File: config.mk
export PLATFORM = sky130hd
export DESIGN_NAME = nw_amp_cell
export DESIGN_NICKNAME = d
export VERILOG_FILES = /design/src/hdl/nw_pkg.sv /design/src/hdl/nw_amp_cell.sv
export SDC_FILE = /design/constraint.sdc
export NUM_CORES = 1
export LEC_CHECK = 0
export ABC_CLOCK_PERIOD_IN_PS = 3660
export BUFFER_PORTS_ARGS = -buffer_cell sky130_fd_sc_hd__buf_2
export CELL_PAD_IN_SITES_DETAIL_PLACEMENT = 1
export CELL_PAD_IN_SITES_GLOBAL_PLACEMENT = 1
export CORE_ASPECT_RATIO = 0.75
export CORE_MARGIN = 2
export CORE_UTILIZATION = 39
export DETAILED_ROUTE_END_ITERATION = 8
export GPL_ROUTABILITY_DRIVEN = 0
export GPL_TIMING_DRIVEN = 0
export PLACE_DENSITY_LB_ADDON = 0.1
export SLEW_MARGIN = 20
export SYNTH_ARGS = -nofsm -noshare
export SYNTH_HDL_FRONTEND = slang
export SYNTH_SLANG_ARGS = --single-unit
export TNS_END_PERCENT = 20
File: constraint.sdc
create_clock -name clk -period 3.66 [get_ports clk]
set_input_delay 0.366 -clock clk [delete_from_list [all_inputs] [get_ports clk]]
set_output_delay 0.366 -clock clk [all_outputs]
set_load 0.01 [all_outputs]
File: src/hdl/nw_pkg.sv
// Shared widths, constants, register codes and the Taylor stage state type
// for the normalized window generator. No dependencies.
`default_nettype none

package nw_pkg;

  localparam int IDX_W     = 15;
  localparam int LEN_W     = 16;
  localparam int OIDX_W    = 31;
  localparam int AMP_W     = 16;
  localparam int CFG_IDX_W = 2;
  localparam int PH_W      = 32;
  localparam int PH_CELLS  = 32;
  localparam int TAYLOR_N  = 7;
  localparam int COS_LAT   = 2 + 3 * TAYLOR_N;
  localparam int TERM_W    = 31;
  localparam int X2_W      = 32;
  localparam int SUM_W     = 33;
  localparam int C_W       = 32;
  localparam int WIN_W     = 37;
  localparam int NUM_W     = WIN_W + AMP_W - 1;
  localparam int AMP_CELLS = 17;
  localparam int TAG_DEPTH = 1 + PH_CELLS + COS_LAT + 2 + AMP_CELLS;

  localparam logic [LEN_W-1:0] MAX_LENGTH = 16'd32768;
  localparam logic [LEN_W-1:0] RST_LENGTH = 16'd512;
  localparam logic [AMP_W-1:0] AMP_ONE    = 16'd32768;
  localparam logic [TERM_W-1:0] Q30_ONE   = 31'h4000_0000;
  // 2*pi in Q30 minus 2^32
  localparam logic [31:0] TWO_PI_FRAC     = 32'd2451551556;

  localparam logic [CFG_IDX_W-1:0] REG_WINDOW_TYPE   = 2'd0;
  localparam logic [CFG_IDX_W-1:0] REG_WINDOW_LENGTH = 2'd1;
  localparam logic [CFG_IDX_W-1:0] REG_BLOCK_OFFSET  = 2'd2;

  typedef struct packed {
    logic [X2_W-1:0]          x2;
    logic [TERM_W-1:0]        term;
    logic signed [SUM_W-1:0]  sum;
    logic                     neg;
  } nw_tstate_t;

  // divisor (2k-1)*2k for Taylor term k = idx+1
  function automatic logic [7:0] taylor_div(input logic [2:0] idx);
    logic [7:0] d;
    unique case (idx)
      3'd0: d = 8'd2;
      3'd1: d = 8'd12;
      3'd2: d = 8'd30;
      3'd3: d = 8'd56;
      3'd4: d = 8'd90;
      3'd5: d = 8'd132;
      3'd6: d = 8'd182;
      default: d = 8'd2;
    endcase
    return d;
  endfunction

  // floor(2^32 / divisor)
  function automatic logic [31:0] taylor_recip(input logic [2:0] idx);
    logic [31:0] m;
    unique case (idx)
      3'd0: m = 32'd2147483648;
      3'd1: m = 32'd357913941;
      3'd2: m = 32'd143165576;
      3'd3: m = 32'd76695844;
      3'd4: m = 32'd47721858;
      3'd5: m = 32'd32537631;
      3'd6: m = 32'd23598721;
      default: m = 32'd2147483648;
    endcase
    return m;
  endfunction

endpackage

`default_nettype wire

File: src/hdl/nw_amp_cell.sv
// One restoring-division step of the amplitude divider (point over peak).
// Depends on nw_pkg.
`default_nettype none

module nw_amp_cell (
  input  logic                          clk,
  input  logic                          adv,
  input  logic [nw_pkg::WIN_W-1:0]      wp_in,
  input  logic [nw_pkg::WIN_W-1:0]      rem_in,
  input  logic [nw_pkg::AMP_CELLS-1:0]  low_in,
  input  logic [nw_pkg::AMP_CELLS-1:0]  quo_in,
  output logic [nw_pkg::WIN_W-1:0]      wp,
  output logic [nw_pkg::WIN_W-1:0]      rem,
  output logic [nw_pkg::AMP_CELLS-1:0]  low,
  output logic [nw_pkg::AMP_CELLS-1:0]  quo
);

  logic [nw_pkg::WIN_W:0] dbl;
  logic [nw_pkg::WIN_W:0] diff;
  logic                   ge;

  assign dbl  = {rem_in, low_in[nw_pkg::AMP_CELLS-1]};
  assign ge   = dbl >= {1'b0, wp_in};
  assign diff = dbl - {1'b0, wp_in};

  always_ff @(posedge clk) begin
    if (adv) begin
      wp  <= wp_in;
      rem <= ge ? diff[nw_pkg::WIN_W-1:0] : dbl[nw_pkg::WIN_W-1:0];
      low <= {low_in[nw_pkg::AMP_CELLS-2:0], 1'b0};
      quo <= {quo_in[nw_pkg::AMP_CELLS-2:0], ge};
    end
  end

endmodule

`default_nettype wire

# After elaboration in Yosys (flattened, before gate mapping)
# Index checks and enable logic that the tools add are counted.
# totals
ff_bits	107
elab_cells	7
input_bits	110
out_inout_bits	108
# classes
add_sub_neg	1
n_lt_le_gt_ge	1
mux	1
# ops
op	n
$ge 38x37->1	1
$mux 37	1
$sub 37x37->37	1

# Longest topological paths before layout
# depth
ltp_word	2
mapped_depth	14
mapped_depth_nobuf	13

# Worst setup path before layout
# No wires, ideal clock.
# synth_path
kind	input port to flip-flop
from	input port low_in[16] in the netlist's numbering
to	register rem[10] in the netlist's numbering (data pin)
stages	14
path_buffers	1
slack_ns	0.486
t_arrival_ns	2.914
setup_time_ns	0.260
required_time_ns	3.400
path_cell_list	inv_1 -> ha_1 -> inv_1 -> fa_1 -> a211o_1 -> a211oi_4 -> nor4_2 -> a2111oi_4 -> o2bb2ai_2 -> nand2_1 -> and2_4 -> inv_4 -> buf_6 -> mux2_4
# synth_via
elab_chain_cells	2
word_cells_on_any_way	3
classes_between	add/sub: 1; order compare: 1; mux: 1
# synth_rtl
item	line	rtl
from (decl)	nw_amp_cell.sv:10	input logic [nw_pkg::AMP_CELLS-1:0] low_in,
$sub 37x37->37 / $ge 38x37->1 (equally long branches)	nw_amp_cell.sv:24, nw_amp_cell.sv:23	
$mux 37 *	nw_amp_cell.sv:29	rem <= ge ? diff[nw_pkg::WIN_W-1:0] : dbl[nw_pkg::WIN_W-1:0];
to (signal assigned)	nw_amp_cell.sv:29	
to (decl)	nw_amp_cell.sv:13	output logic [nw_pkg::WIN_W-1:0] rem,
# Every way passes the cells marked *; elsewhere a longest branch is shown, timed or not.
# A chain may end at the register's enable or synchronous reset.

# Worst setup path in the final report
# layout_path
from	input port low_in[16] in the netlist's numbering
to	register rem[0] in the netlist's numbering (data pin)
# The elaborated chain is that of the path after synthesis.

==> flow_metrics.env <==
export IMPL_combPwrFrac_pct=25.1
export IMPL_synth_avg_cell_area_um2=11.9
export IMPL_vias=4862
export IMPL_layout_nets=887
export IMPL_clock_sinks=107
export IMPL_setup_violations=0
export IMPL_p_sw_mw=1.01
export IMPL_register_area_mm2=0.00321
export IMPL_wire_per_inst_um=17.6
export IMPL_switching_share_pct=29.1
export IMPL_cp_start_kind="input port"
export IMPL_netlist_cell_type_count=61
export IMPL_dieWidth_um=148
export IMPL_drive_above_1_share_pct=37.0
export IMPL_num_fill_cells=1729
export IMPL_slew_headroom_pct=51.4
export IMPL_cp_required_ns=3.74
export IMPL_drtAntennaViolNets=0
export IMPL_setup_worst_path_end_class="register"
export IMPL_rsz0062_at_grt="no"
export IMPL_tightest_slew_ns=0.727
export IMPL_post_cts_resized=0
export IMPL_die_area_mm2=0.0166
export IMPL_grt_pass1_wl_um=26100
export IMPL_cts_tree="built"
export IMPL_period_minus_slack_ns=3.45
export IMPL_grt_use_total_pct=19.9
export IMPL_antenna_found_initial=3
export IMPL_rows=39
export IMPL_drc=0
export IMPL_outcome="complete, no violations"
export IMPL_min_delay_path_depth=1
export IMPL_h_tree_depth=3
export IMPL_synth_async_reset_ratio_pct=0
export IMPL_cts_inserted_buffers=9
export IMPL_place_ws_ns=-0.145
export IMPL_timing_final_crit_share_pct=94.2
export IMPL_ys_seq_area_share_pct=52.9
export IMPL_arrival_ns=3.52
export IMPL_multi_input_area_mm2=0.00258
export IMPL_drt_first_iter_violations=158
export IMPL_slew_viol_final=0
export IMPL_dieHeight_um=112
export IMPL_synth_edf_count=107
export IMPL_grt_pass1_vias=4999
export IMPL_clk_path_buf_depth=2
export IMPL_crit_fanout=10
export IMPL_finalWorstSetupSlack_ns=0.213
export IMPL_synth_flop_cell="edfxtp_1"
export IMPL_core_area_mm2=0.0152
export IMPL_hold_viol=0
export IMPL_post_cts_setup_buffer_count=0
export IMPL_start_util_pct=39.9
export IMPL_grt_max_degree=62
export IMPL_wirelength_um=16700
export IMPL_syn_instance_count=512
export IMPL_grt_ovfl_total=0
export IMPL_worstSetupPathType="input port to register"
export IMPL_syn_area_mm2=0.00608
export IMPL_hold_buffers=0
export IMPL_ios=218
export IMPL_setup_tns_final_ns=0
export IMPL_p_seq_share_pct=44.3
export IMPL_internal_power_mw=2.46
export IMPL_pwr_share_clk_pct=30.5
export IMPL_yosysWarnings=0
export IMPL_timing_hold_ws_ns=0.177
export IMPL_clockRootBuffer="clkbuf_16"
export IMPL_via_per_inst=5.12
export IMPL_clock_fmax_ghz=0.290
export IMPL_clk_pin_slew_ns=0.08
export IMPL_hold_path_class="input port to register"
export IMPL_powerDensity_mw_per_mm2=447
export IMPL_power_mw=3.47
export IMPL_first_pass_iters=4
export IMPL_synth_seq_cells=107
export IMPL_max_cap_viol_count=0
export IMPL_port_buffers=215
export IMPL_power_leakage_nw=3.47
export IMPL_dp_hpwl_um=13400
export IMPL_areaGrowthSynthToFinish_pct=28.0
export IMPL_synth_nets=660
export IMPL_vdd_drop_max_uv=247
[Yosys cell counts, types with 11 or more instances]
cell | number | area share (%)
mux2_4 | 19 | 4.7
inv_1 | 52 | 3.2
a21o_1 | 11 | 1.4
a21oi_1 | 43 | 3.5
edfxtp_1 | 107 | 53
xnor2_1 | 25 | 3.6
nor2_1 | 13 | 0.80
nand3_1 | 18 | 1.5
ha_1 | 37 | 7.6
nand2_1 | 22 | 1.4
o21ai_0 | 28 | 2.3
[final timing paths]
check / start / endpoint / slack, ns
worst min-delay path: quo_in[0] / quo[1] / 0.18
worst max-delay path: low_in[16] / rem[0] / 0.21
[cells by family after synthesis]
logic type      Yosys count  share of synthesized area, %
compound gates          133                          14.3
xor+xnor                 29                          4.18
fa+ha+maj                38                          7.95
buf+inv                  69                          4.69
flops                   107                          52.9
mux                      29                          6.50
other cells               1                        0.0617
simple gates            106                          9.43
[cell type report]
cell class                      instances  share of cell area (%)
Clock inverter                          7                    1.35
Buffer                                 16                    1.08
Sequential cell                       107                    41.3
Antenna cell                            1                  0.0322
Inverter                               53                    2.59
Multi-Input combinational cell        336                    33.2
Timing Repair Buffer                  216                    14.3
Tap cell                              205                    3.30
Clock buffer                            9                    2.90
[flip-flops by register name (all words and copies together), names as in the netlist]
register and cells:
low 16, quo 17, rem 37, wp 37
[per-layer routing]
layer  up-vias  GRT usage [%]  share of wire, %  routed length (um)
met5         -              0              0.16                  26
met4         4           4.76              0.85                 143
met3        15           6.59               8.3                1390
met2       165           32.1                46                7630
met1      2315           26.2                45                7540
li1       2363              -                 -                   -
[power by group through the flow]
stage / registers, mW / clock network, mW / logic (mW)
global route: 1.55 / 1.14 / 0.961
global placement: 1.57 / 0 / 0.849
finish: 1.54 / 1.06 / 0.874
detailed placement: 1.57 / 0 / 0.876
CTS: 1.54 / 1.10 / 0.881
floorplan: 1.64 / 0 / 0.462
[critical path: stages]
cell       delay [ns]
buf_2            0.11
inv_1            0.05
ha_1             0.16
inv_1            0.05
fa_1             0.42
a211o_1          0.33
a211oi_4         0.38
nor4_2           0.12
a2111oi_4        0.46
o2bb2ai_2        0.18
nand2_1          0.11
and2_4           0.17
clkbuf_1         0.41
o21ai_0          0.20
[stage by stage]
| stage | utilization, % | cells | area, um^2 |
|---|---|---|---|
| floorplan | - | 512 | 6080 |
| detailed placement | 48.9 | 933 | 7440 |
| global route | 51.1 | 950 | 7780 |
| global placement | 48.7 | 932 | 7410 |
| finish | 51.1 | 950 | 7780 |
| CTS | 51.1 | 949 | 7770 |
[placed cells by master (no fill, tap or decap), types with 11 or more instances in the layout]
master,instances
nand2_1,22
inv_1,52
xnor2_1,25
nor2_1,13
buf_2,217
mux2_4,19
a21oi_1,43
o21ai_0,28
ha_1,37
edfxtp_1,107
nand3_1,18
a21o_1,11
No activity file was read; power rests on OpenSTA's default activity.
