$ cat config.mk
export PLATFORM = sky130hd
export DESIGN_NAME = nw_phase_cell
export DESIGN_NICKNAME = d
export VERILOG_FILES = /design/src/hdl/nw_pkg.sv /design/src/hdl/nw_phase_cell.sv
export SDC_FILE = /design/constraint.sdc
export NUM_CORES = 1
export LEC_CHECK = 0
export BUFFER_PORTS_ARGS = -buffer_cell sky130_fd_sc_hd__buf_2
export CORE_ASPECT_RATIO = 0.9
export CORE_MARGIN = 2
export CORE_UTILIZATION = 47
export CTS_BUF_LIST = sky130_fd_sc_hd__clkbuf_16
export CTS_CLUSTER_SIZE = 28
export DETAILED_ROUTE_END_ITERATION = 7
export PLACE_DENSITY = 0.8
export SYNTH_ARGS = -nofsm -noshare
export SYNTH_HDL_FRONTEND = slang
export SYNTH_SLANG_ARGS = --single-unit
$ cat constraint.sdc
create_clock -name clk -period 3.2 [get_ports clk]
set_clock_uncertainty 0.1 [all_clocks]
set_input_delay 0.16 -clock clk [delete_from_list [all_inputs] [get_ports clk]]
set_output_delay 0.16 -clock clk [all_outputs]
set_load 0.02 [all_outputs]
$ cat src/hdl/nw_pkg.sv
// Shared widths, constants, register codes and the Taylor stage state type
// for the normalized window generator. No dependencies.
`default_nettype none

package nw_pkg;

  localparam int IDX_W     = 15;
  localparam int LEN_W     = 16;
  localparam int OIDX_W    = 31;
  localparam int AMP_W     = 16;
  localparam int CFG_IDX_W = 2;
  localparam int PH_W      = 32;
  localparam int PH_CELLS  = 32;
  localparam int TAYLOR_N  = 7;
  localparam int COS_LAT   = 2 + 3 * TAYLOR_N;
  localparam int TERM_W    = 31;
  localparam int X2_W      = 32;
  localparam int SUM_W     = 33;
  localparam int C_W       = 32;
  localparam int WIN_W     = 37;
  localparam int NUM_W     = WIN_W + AMP_W - 1;
  localparam int AMP_CELLS = 17;
  localparam int TAG_DEPTH = 1 + PH_CELLS + COS_LAT + 2 + AMP_CELLS;

  localparam logic [LEN_W-1:0] MAX_LENGTH = 16'd32768;
  localparam logic [LEN_W-1:0] RST_LENGTH = 16'd512;
  localparam logic [AMP_W-1:0] AMP_ONE    = 16'd32768;
  localparam logic [TERM_W-1:0] Q30_ONE   = 31'h4000_0000;
  // 2*pi in Q30 minus 2^32
  localparam logic [31:0] TWO_PI_FRAC     = 32'd2451551556;

  localparam logic [CFG_IDX_W-1:0] REG_WINDOW_TYPE   = 2'd0;
  localparam logic [CFG_IDX_W-1:0] REG_WINDOW_LENGTH = 2'd1;
  localparam logic [CFG_IDX_W-1:0] REG_BLOCK_OFFSET  = 2'd2;

  typedef struct packed {
    logic [X2_W-1:0]          x2;
    logic [TERM_W-1:0]        term;
    logic signed [SUM_W-1:0]  sum;
    logic                     neg;
  } nw_tstate_t;

  // divisor (2k-1)*2k for Taylor term k = idx+1
  function automatic logic [7:0] taylor_div(input logic [2:0] idx);
    logic [7:0] d;
    unique case (idx)
      3'd0: d = 8'd2;
      3'd1: d = 8'd12;
      3'd2: d = 8'd30;
      3'd3: d = 8'd56;
      3'd4: d = 8'd90;
      3'd5: d = 8'd132;
      3'd6: d = 8'd182;
      default: d = 8'd2;
    endcase
    return d;
  endfunction

  // floor(2^32 / divisor)
  function automatic logic [31:0] taylor_recip(input logic [2:0] idx);
    logic [31:0] m;
    unique case (idx)
      3'd0: m = 32'd2147483648;
      3'd1: m = 32'd357913941;
      3'd2: m = 32'd143165576;
      3'd3: m = 32'd76695844;
      3'd4: m = 32'd47721858;
      3'd5: m = 32'd32537631;
      3'd6: m = 32'd23598721;
      default: m = 32'd2147483648;
    endcase
    return m;
  endfunction

endpackage

`default_nettype wire

$ cat src/hdl/nw_phase_cell.sv
// One restoring-division step of the phase divider: one quotient bit per cell.
// Depends on nw_pkg.
`default_nettype none

module nw_phase_cell (
  input  logic                        clk,
  input  logic                        adv,
  input  logic [nw_pkg::LEN_W-1:0]    len,
  input  logic [nw_pkg::IDX_W-1:0]    rem_in,
  input  logic [nw_pkg::PH_W-1:0]     quo_in,
  output logic [nw_pkg::IDX_W-1:0]    rem,
  output logic [nw_pkg::PH_W-1:0]     quo
);

  logic [nw_pkg::LEN_W-1:0] dbl;
  logic [nw_pkg::LEN_W-1:0] diff;
  logic                     ge;

  assign dbl  = {rem_in, 1'b0};
  assign ge   = dbl >= len;
  assign diff = dbl - len;

  always_ff @(posedge clk) begin
    if (adv) begin
      rem <= ge ? diff[nw_pkg::IDX_W-1:0] : dbl[nw_pkg::IDX_W-1:0];
      quo <= {quo_in[nw_pkg::PH_W-2:0], ge};
    end
  end

endmodule

`default_nettype wire

Yosys cells after proc, flatten, opt, wreduce, memory -nomap -nowiden
Index checks and enable logic that the tools add are counted.
{ "word_totals": {"elab_cells": 6, "regBits": 47} }
{ "classes": {"magnitude_cmp": 1, "n_addsub": 1, "mux": 1} }
{ "op_table": {"columns": ["cell", "count"], "rows": [
  ["$ge A16 B16 Y1", 1],
  ["$mux W15", 1],
  ["$sub A15 B15 Y15", 1]
]} }

Logic depth before layout (Yosys ltp)
Gate-level depths: netlist (run 1).
{ "logic_depth": {"depth_word": 2, "mapped_depth": 10, "mapped_depth_nobuf": 9} }

Worst setup path after synthesis (run 1)
Ideal clock, no wire load.
{ "synth_timing": {"path_kind": "input to register", "from": "in len[0] (netlist name)", "to": "reg rem[10] (netlist name) (data pin)", "arrival_ps": 2232, "t_required_ps": 2840, "cell_stages": 10, "slack_ps": 607, "setup_time_ps": 260, "cell_sequence": "inv_1 > fa_1 > a21o_1 > a21oi_2 > o211ai_2 > nand2_1 > o21ai_1 > a221oi_4 > buf_8 > mux2_4"} }
{ "synth_between": {"elab_chain_len": 2, "elab_cells_between_ends": 3, "classes_between": "add/sub: 1; order compare: 1; mux: 1"} }
{ "synth_lines": {"columns": ["element", "line_no", "source"], "rows": [
  ["start: declaration", "nw_phase_cell.sv:8", "input logic [nw_pkg::LEN_W-1:0] len,"],
  ["$sub A15 B15 Y15 or $ge A16 B16 Y1 (tied branches)", "nw_phase_cell.sv:21, nw_phase_cell.sv:20", null],
  ["$mux W15 *", "nw_phase_cell.sv:25", "rem <= ge ? diff[nw_pkg::IDX_W-1:0] : dbl[nw_pkg::IDX_W-1:0];"],
  ["end signal: assignment", "nw_phase_cell.sv:25", null],
  ["end: declaration", "nw_phase_cell.sv:11", "output logic [nw_pkg::IDX_W-1:0] rem,"]
]} }
Every way passes the cells marked *; elsewhere a longest branch is shown, timed or not.
A chain may end at the register's enable or synchronous reset.

Worst setup path after layout (run 1)
{ "layout_timing": {"from": "in len[0] (netlist name)", "to": "reg rem[5] (netlist name) (data pin)"} }
The elaborated chain is that of the path after synthesis.

==> summary.md, run 1 <==
| Metric | Value |
|---|---|
| DRT iter0 DRCs | `61` |
| Worst-Margin Slew | `1.01 ns` |
| Fillers | `333` |
| Routed len/inst | `13.7 microns` |
| Internal power | `0.00125 W` |
| Crit path max fanout | `16` |
| Startpoint Class | `primary input` |
| Area contributors post-synth | `edfxtp_1, ha_1, mux2_4, xnor2_1, inv_1` |
| Setup CP Type | `in -> reg` |
| Outcome | `completed` |
| Avg Inst Size Synth | `14.0 sq um` |
| Clk root buf | `clkbuf_16` |
| Synth unique cells | `37` |
| Area growth from synthesis to layout | `44.5%` |
| Design Power | `0.00170 W` |
| Achievable Freq | `394 MHz` |
| Clock sinks | `47` |
| Final worst slack | `0.659 ns` |
| # DRC | `0` |
| # IOs | `112` |
| CP Capture Type | `flop` |
| Clock-pin slew on the worst setup and hold paths | `0.06 ns` |
| Sequential area share after synthesis | `58.3%` |
| Leakage | `1.63 nW` |
| Psw | `0.000455 W` |
| VDD IR max | `0.297 mV` |
| Placed cells | `347` |
| CTS H-Tree Depth | `2` |
| Register bit count reported by yosys | `47` |
| CP required | `3.13 ns` |
| Main synth FF type | `edfxtp_1` |
| GRT Resource Usage Total | `18.8%` |
| CTS tree | `yes` |
| Post-synth top area cell | `edfxtp_1` |
| Number of core rows | `24` |
| Die ar. | `0.00574 sq mm` |
| Port Buffers | `110` |
| DIE HEIGHT | `72.1 microns` |
| Clock Power Share | `28.9%` |
| Congestion Overflow GR | `0` |
| EDFF count, synth | `47` |
| Slowest CP cell | `fa_1` |
| Core Region | `0.00489 sq mm` |
| Final WL | `5270 microns` |
| Vias in the first global route | `1,843` |
| Area occupied by multi-input gates | `918 sq um` |
| Worst-path cell chain | `buf_2 -> inv_1 -> fa_1 -> a21o_1 -> a21oi_2 -> o211ai_2 -> nand2_1 -> o21ai_1 -> a221oi_4 -> buf_4 -> mux2_2` |
| Hold Path Class | `in -> reg` |
| Pre-CTS WS | `0.348 ns` |
| Cells after synthesis | `173` |
| Mapped Area | `0.00242 sq mm` |
| Most frequent cell after synthesis | `edfxtp_1` |
| CP peak stage delay | `0.45 ns` |
| Ys async rst share | `0%` |
| Share of the synthesized area in the top cell type | `58.3%` |
| Final setup TNS | `0 ns` |
| Relative slew slack | `32.9%` |
| Final layout net count | `402` |
| Final hold vios | `0` |
| Worst Path Arrival | `2.47 ns` |
| Layout cells sized above 1 | `43.6%` |
| RSZ-0062 raised after global routing | `no` |
| Post-route ant nets | `0` |
| Final RePlAce weighted congestion | `0.786` |
| Register share of total power | `45.0%` |
| Register area | `0.00141 sq mm` |
| Power density cells | `487 mW/mm^2` |
| Syn_nets | `255` |
| Initial core utilization | `49.4%` |
| Drt pass-1 iters | `4` |
| Setup Buffers After CTS | `0` |
| CTS max path bufs | `2` |
| ANT cells | `0` |
| Routed vias | `1,865` |
| Logic pwr share | `26.1%` |
| DP HPWL | `3890 microns` |
| Die width | `79.6 microns` |
| Most frequent cells after synthesis | `edfxtp_1, inv_1, ha_1` |
| Largest net degree at the start of global routing | `48` |
| Max Slew Vio Count | `0` |
| First-pass GRT wire length | `8220 microns` |
| Fin crit share | `79.4%` |
| Minimum clock period | `2.54 ns` |
| Non-filler instance count after layout | `386` |
| Initial antenna violation count | `0` |
| Switch share | `26.7%` |
| CP startpoint | `len[0]` |
| YS warnings | `0` |
| Max Cap Violations | `0` |
| Post-CTS resize count | `0` |
| Worst hold start | `rem_in[6]` |
| # setup viols final | `0` |
| Via density | `4.83` |
| TritonCTS Buffers | `5` |
## layout by cell type (no fill, tap or decap), types with 3 or more instances in the layout
master	count
inv_1	19
clkbuf_16	5
nand3_1	4
nand2_1	7
xor2_1	3
a21oi_1	8
mux2_2	6
buf_2	110
edfxtp_1	47
ha_1	16
a21o_1	7
dlygate4sd3_1	31
xnor2_1	9
nor2_1	8
mux2_4	8
## worst max-delay path: cells and delay by family
kind | cells | cell delay (ns)
AO/OA/AOI/OAI | 5 | 0.89
buffers and inverters | 3 | 0.47
adder cells (fa/ha/maj) | 1 | 0.45
multiplexers | 1 | 0.38
AND/OR/NAND/NOR | 1 | 0.11
## worst paths after layout
kind | to | slack [ns] | cells after the start
setup / recovery | rem[5]$_DFFE_PP_ | 0.66 | 11
hold / removal | rem[7]$_DFFE_PP_ | 0.10 | 2
## kinds of logic after synthesis
| family | after synthesis | share of synthesized area, % |
|---|---|---|
| simple gates | 29 | 6.05 |
| buf+inv | 21 | 3.72 |
| fa+ha+maj | 17 | 9.10 |
| mux | 15 | 8.17 |
| compound gates | 32 | 10.3 |
| xor+xnor | 12 | 4.34 |
| flops | 47 | 58.3 |
## flip-flops by register name, summed over array words and instances, names as in the netlist
| register | count |
|---|---|
| quo | 32 |
| rem | 15 |
## layer usage
metal	share of wire, %	global-route usage, %	routed length (microns)	vias to the layer above
met2	53	35.9	2790	70
met4	1.9	6.51	100	0
li1	-	-	-	934
met1	39	21.2	2060	853
met5	0	0	0	-
met3	6.1	3.11	319	8
## metrics by stage
stage | utilization [%] | hold WS [ns] | instance area [sq um]
after floorplan | - | 0.159 | 2420
after global placement | 62.1 | 0.237 | 3040
after detailed placement | 62.1 | 0.238 | 3040
after CTS | 71.4 | 0.0965 | 3500
after global routing | 71.4 | 0.0923 | 3500
final | 71.4 | 0.102 | 3500
## final cells by class
class / count / share of cell area [%]
clock buffer: 5 / 3.58
clock inverter: 3 / 0.573
inverter: 19 / 2.04
multi-input combinational: 105 / 26.3
sequential: 47 / 40.4
tap: 65 / 2.33
timing repair buffer: 142 / 24.8
## what timing repair did
item	in CTS	in global routing
endpoints found under the setup margin	0	0
hold buffers	31	0
hold endpoints to repair	31	0
## power by group through the flow
stage               Clock, W  Sequential (W)  Combinational, W
finish              0.000491        0.000766          0.000444
global route        0.000534        0.000772          0.000482
CTS                 0.000513        0.000767          0.000446
detailed placement         0        0.000780          0.000415
global placement           0        0.000778          0.000406
floorplan                  0        0.000861          0.000197
Note: power is estimated with default switching activity, not from simulation.
==> inputs of run 2 (changes only) <==
clock period = 2.55 ns   (was 3.2 ns; I/O delays follow)
==> run 2 against run 1 <==
Net effect: sequential share of layout area is 1.4 points lower; largest power group unchanged; routed wire length increased by 6.6%; die area stayed put.
==> summary.md, run 2 (synthesized netlist as in run 1, its figures left out) <==
| Metric | Value |
|---|---|
| Congestion Overflow GR | `0 (unchanged)` |
| Outcome | `completed (unchanged)` |
| Via density | `4.82 (was 4.83)` |
| Setup CP Type | `in -> reg (unchanged)` |
| Drt pass-1 iters | `6 (was 4)` |
| Worst-path cell chain | `buf_2 -> inv_1 -> fa_2 -> a21o_1 -> a21oi_2 -> o211ai_2 -> nand2_1 -> o21ai_1 -> a221oi_4 -> buf_12 -> mux2_2 (was buf_2 -> inv_1 -> fa_1 -> a21o_1 -> a21oi_2 -> o211ai_2 -> nand2_1 -> o21ai_1 -> a221oi_4 -> buf_4 -> mux2_2)` |
| DRT iter0 DRCs | `57 (was 61)` |
| Final worst slack | `0.276 ns (was 0.659 ns)` |
| Commonest non-fill, non-tap cell in the layout | `buf_2 (unchanged)` |
| Achievable Freq | `440 MHz` |
| Clk root buf | `clkbuf_16 (unchanged)` |
| Minimum clock period | `2.27 ns` |
| Pre-CTS WS | `-0.0249 ns (was 0.348 ns)` |
| Die ar. | `0.00574 sq mm (unchanged)` |
| Slowest CP cell | `fa_2 (was fa_1)` |
| Leakage | `1.71 nW (was 1.63 nW)` |
| Initial core utilization | `49.4% (unchanged)` |
| CTS H-Tree Depth | `2 (unchanged)` |
| CP required | `2.49 ns (was 3.13 ns)` |
| DP HPWL | `4000 microns (was 3890 microns)` |
| GRT Resource Usage Total | `20.0% (was 18.8%)` |
| Worst-Margin Slew | `0.518 ns (was 1.01 ns)` |
| Clock sinks | `47 (unchanged)` |
| TritonCTS Buffers | `5 (unchanged)` |
| CP Capture Type | `flop (unchanged)` |
| Vias in the first global route | `1,931 (was 1,843)` |
| CP delay by family, top | `compound AO/OA/AOI/OAI gates (unchanged)` |
| Max Slew Vio Count | `0 (unchanged)` |
| Area growth from synthesis to layout | `49.5% (was 44.5%)` |
| # setup viols final | `0 (unchanged)` |
| Final hold vios | `0 (unchanged)` |
| Port Buffers | `110 (unchanged)` |
| Relative slew slack | `65.5% (was 32.9%)` |
| Layout cells sized above 1 | `46.1% (was 43.6%)` |
| Placed cells | `358 (was 347)` |
| Fillers | `342 (was 333)` |
| Initial antenna violation count | `0 (unchanged)` |
| VDD IR max | `0.331 mV (was 0.297 mV)` |
| Non-filler instance count after layout | `397 (was 386)` |
| Routed len/inst | `14.2 microns (was 13.7 microns)` |
| Area occupied by multi-input gates | `921 sq um (was 918 sq um)` |
| Final core utilization | `73.9% (was 71.4%)` |
| Final layout net count | `413 (was 402)` |
| # IOs | `112 (unchanged)` |
| Final WL | `5620 microns (was 5270 microns)` |
| DIE HEIGHT | `72.1 microns (unchanged)` |
| Max Cap Violations | `0 (unchanged)` |
| Crit path max fanout | `16 (unchanged)` |
| RSZ-0062 raised after global routing | `no (unchanged)` |
| Register area | `0.00141 sq mm (unchanged)` |
| Power density cells | `630 mW/mm^2 (was 487 mW/mm^2)` |
| CP Buf/Inv Count | `3 (unchanged)` |
| Worst Path Arrival | `2.21 ns (was 2.47 ns)` |
| Regs by FF count | `quo: 32 flops, rem: 15 flops (unchanged)` |
| Number of core rows | `24 (unchanged)` |
| First-pass GRT wire length | `8690 microns (was 8220 microns)` |
| Post-route cell area | `0.00362 sq mm (was 0.00350 sq mm)` |
| Total number of cells along the worst setup path | `11 (unchanged)` |
| WHS Path Cells | `2 (unchanged)` |
| Top reg by flops | `quo (unchanged)` |
| Post-DP Area | `0.00314 sq mm (was 0.00304 sq mm)` |
| # DRC | `0 (unchanged)` |
| CTS tree | `yes (unchanged)` |
| ANT cells | `0 (unchanged)` |
| Fin crit share | `89.2%` |
| Routed vias | `1,915 (was 1,865)` |
| Most frequent cells in the layout | `buf_2, edfxtp_1, dlygate4sd3_1 (unchanged)` |
| Die width | `79.6 microns (unchanged)` |
| Core Region | `0.00489 sq mm (unchanged)` |
| Final RePlAce weighted congestion | `0.866 (was 0.786)` |
| Number of flip-flops in the largest register | `32 (unchanged)` |
| Hold Path Class | `in -> reg (unchanged)` |
| Largest net degree at the start of global routing | `26 (was 48)` |
| CP peak stage delay | `0.40 ns (was 0.45 ns)` |
| Post-route ant nets | `0 (unchanged)` |
| Clock-pin slew on the worst setup and hold paths | `0.06 ns (about the same)` |
| CTS max path bufs | `2 (unchanged)` |
| Startpoint Class | `primary input (unchanged)` |
## run 2: cell types whose count changed in the layout (fill, tap and decap cells not counted), sizes merged
cell	previous run	this run
buf	111	122
bufinv	0	1
clkinvlp	1	0
## run 2: worst paths after layout
path | start | to | slack (ns)
min | rem_in[5] | rem[6]$_DFFE_PP_ | 0.06
max | len[0] | rem[1]$_DFFE_PP_ | 0.28
## run 2: per-stage QoR
step                      TNS [ns]  hold slack (ns)  power (W)
final                            0           0.0551    0.00228
after global routing             0           0.0502    0.00238
after CTS                        0           0.0521    0.00230
after detailed placement   -0.0803            0.206    0.00153
after global placement           0            0.204    0.00151
after floorplan                  0            0.126    0.00133
## run 2: where the power goes
part	total [W]	internal, W	switching (W)
Clock	0.000728	0.000462	0.000267
Combinational	0.000590	0.000284	0.000306
Sequential	0.000962	0.000943	0.0000186
## run 2: routing by layer
metal	global-route usage [%]	share of wire, %	vias up
met4	9.58	1.9	0
met2	38.0	53	85
li1	-	-	954
met5	0	0	-
met3	3.48	6.4	9
met1	21.4	39	867
## run 2: layout make-up
class	count	share of cell area, %
Clock buffer	5	3.46
Clock inverter	3	1.21
Inverter	19	1.97
Multi-Input combinational cell	105	25.5
Sequential cell	47	39.0
Tap cell	65	2.25
Timing Repair Buffer	153	26.6
## run 2: repair_timing
| item | 4_1_cts | 5_1_grt |
|---|---|---|
| hold buffers | 31 | 0 |
| resized for setup | 0 | 0 |
| endpoints found under the hold margin | 31 | 0 |
| buffers inserted | 0 | 0 |
==> inputs of run 3 (changes only) <==
REMOVE_ABC_BUFFERS = 1   (was default)
==> run 3 against run 2 <==
Net effect: routed wire length grew 0.23%; non-clock buffer count grew 3; sequential share of layout area rose by 0.18 points; maximum frequency increased by 0.74%; worst setup slack improved by 0.017 ns; core utilization decreased by 0.33 points; power down 4.2%; die area stayed put; largest cell class unchanged; largest power group unchanged.
==> summary.md, run 3 (synthesized netlist as in run 1, its figures left out) <==
| Metric | Value |
|---|---|
| Clk root buf | `clkbuf_16 (unchanged)` |
| Internal power | `0.00159 W (was 0.00169 W)` |
| CTS tree | `yes (unchanged)` |
| Core Region | `0.00489 sq mm (unchanged)` |
| Minimum clock period | `2.26 ns (was 2.27 ns)` |
| Regs by FF count | `quo: 32 flops, rem: 15 flops (unchanged)` |
| Outcome | `completed (unchanged)` |
| Die ar. | `0.00574 sq mm (unchanged)` |
| Hold Path Class | `in -> reg (unchanged)` |
| Largest net degree at the start of global routing | `48 (was 26)` |
| Crit path max fanout | `4 (was 16)` |
| Register share of total power | `44.0% (was 42.2%)` |
| Most frequent cells in the layout | `buf_2, edfxtp_1, dlygate4sd3_1 (unchanged)` |
| DIE HEIGHT | `72.1 microns (unchanged)` |
| Switch share | `27.3% (was 25.9%)` |
| Area growth from synthesis to layout | `48.8% (was 49.5%)` |
| Leakage | `1.70 nW (was 1.71 nW)` |
| Final layout net count | `416 (was 413)` |
| WHS Path Cells | `2 (unchanged)` |
| Pre-CTS WS | `0.00199 ns (was -0.0249 ns)` |
| Startpoint Class | `primary input (unchanged)` |
| Final worst slack | `0.292 ns (was 0.276 ns)` |
| Vias in the first global route | `1,864 (was 1,931)` |
| Clock-pin slew on the worst setup and hold paths | `0.06 ns (about the same)` |
| CTS max path bufs | `2 (unchanged)` |
| Power density cells | `607 mW/mm^2 (was 630 mW/mm^2)` |
| CP Capture Type | `flop (unchanged)` |
| Fin crit share | `88.5% (was 89.2%)` |
| Psw | `0.000596 W (was 0.000591 W)` |
| Relative slew slack | `60.0% (was 65.5%)` |
| Layout cells sized above 1 | `46.0% (was 46.1%)` |
| Worst-Margin Slew | `0.601 ns (was 0.518 ns)` |
| Initial core utilization | `49.4% (unchanged)` |
| Top reg by flops | `quo (unchanged)` |
| First-pass GRT wire length | `8610 microns (was 8690 microns)` |
| Post-route ant nets | `0 (unchanged)` |
| Max Cap Violations | `0 (unchanged)` |
| Drt pass-1 iters | `6 (unchanged)` |
| Clock sinks | `47 (unchanged)` |
| Design Power | `0.00218 W (was 0.00228 W)` |
| VDD IR max | `0.389 mV (was 0.331 mV)` |
| CP required | `2.48 ns (was 2.49 ns)` |
| Worst Path Arrival | `2.19 ns (was 2.21 ns)` |
| Commonest non-fill, non-tap cell in the layout | `buf_2 (unchanged)` |
| # DRC | `0 (unchanged)` |
| Final core utilization | `73.6% (was 73.9%)` |
| Logic pwr share | `27.1% (was 25.9%)` |
| RSZ-0062 raised after global routing | `no (unchanged)` |
| Congestion Overflow GR | `0 (unchanged)` |
| Die width | `79.6 microns (unchanged)` |
| CTS H-Tree Depth | `2 (unchanged)` |
| Number of core rows | `24 (unchanged)` |
| ANT cells | `0 (unchanged)` |
| Final RePlAce weighted congestion | `0.786 (was 0.866)` |
| TritonCTS Buffers | `5 (unchanged)` |
| DP HPWL | `3820 microns (was 4000 microns)` |
| Via density | `4.86 (was 4.82)` |
| Achievable Freq | `443 MHz (was 440 MHz)` |
| Routed len/inst | `14.1 microns (was 14.2 microns)` |
| Setup CP Type | `in -> reg (unchanged)` |
| Port Buffers | `110 (unchanged)` |
| Routed vias | `1,945 (was 1,915)` |
| # setup viols final | `0 (unchanged)` |
| Clock Power Share | `28.9% (was 31.9%)` |
| Initial antenna violation count | `0 (unchanged)` |
| Max Slew Vio Count | `0 (unchanged)` |
| Final hold vios | `0 (unchanged)` |
| Post-CTS resize count | `0 (unchanged)` |
| Number of flip-flops in the largest register | `32 (unchanged)` |
| Fillers | `338 (was 342)` |
| GRT Resource Usage Total | `19.7% (was 20.0%)` |
| Final WL | `5630 microns (was 5620 microns)` |
| # IOs | `112 (unchanged)` |
| Minimum hold slack | `0.0617 ns (was 0.0551 ns)` |
| DRT iter0 DRCs | `77 (was 57)` |
==> run 3: final timing paths <==
check | startpoint | endpoint
worst max-delay path | len[0] | rem[4]$_DFFE_PP_
worst min-delay path | rem_in[10] | rem[11]$_DFFE_PP_
==> run 3: worst max-delay path: stages <==
cell and delay, ns:
buf_2 0.08, inv_1 0.06, fa_1 0.43, a21o_1 0.20
a21oi_2 0.17, o211ai_2 0.10, nand2_1 0.10, o21ai_1 0.10
a221oi_4 0.27, buf_4 0.21, mux2_2 0.34
==> run 3: power by group through the flow <==
stage          combinational, W  clock [W]  sequential [W]
2_1_floorplan          0.000241          0         0.00108
3_3_place_gp           0.000537          0        0.000976
3_5_place_dp           0.000550          0        0.000977
4_1_cts                0.000591   0.000647        0.000961
5_1_grt                0.000639   0.000674        0.000970
6_report               0.000591   0.000631        0.000962
==> run 3: stage by stage <==
stage	instances	TNS (ns)	cell area, sq um
2_1_floorplan	171	-2.46	2400
5_1_grt	400	0	3600
3_5_place_dp	361	0	3150
6_report	400	0	3600
3_3_place_gp	361	0	3150
4_1_cts	400	0	3600
==> run 3: cell type report <==
| type | instances | area, sq um | share of cell area, % |
|---|---|---|---|
| repair buffers | 156 | 973 | 27.0 |
| clock inverters | 3 | 20.0 | 0.556 |
| flip-flops and latches | 47 | 1410 | 39.2 |
| multi-input cells | 105 | 918 | 25.5 |
| well taps | 65 | 81.3 | 2.26 |
| inverters | 19 | 71.3 | 1.98 |
| clock buffers | 5 | 125 | 3.47 |
==> run 3: repair_timing <==
| item | in CTS | in global routing |
|---|---|---|
| endpoints found under the hold margin | 31 | 0 |
| setup buffers | 0 | 0 |
| endpoints found under the setup margin | 0 | 0 |
| hold buffers | 31 | 0 |
==> run 3: metal layers <==
layer | part of all wire [%] | routed length [microns] | GRT usage, %
met1 | 42 | 2380 | 23.7
met2 | 51 | 2890 | 36.4
met3 | 6.2 | 349 | 3.61
met4 | 0.25 | 14 | 5.17
met5 | 0 | 0 | 0
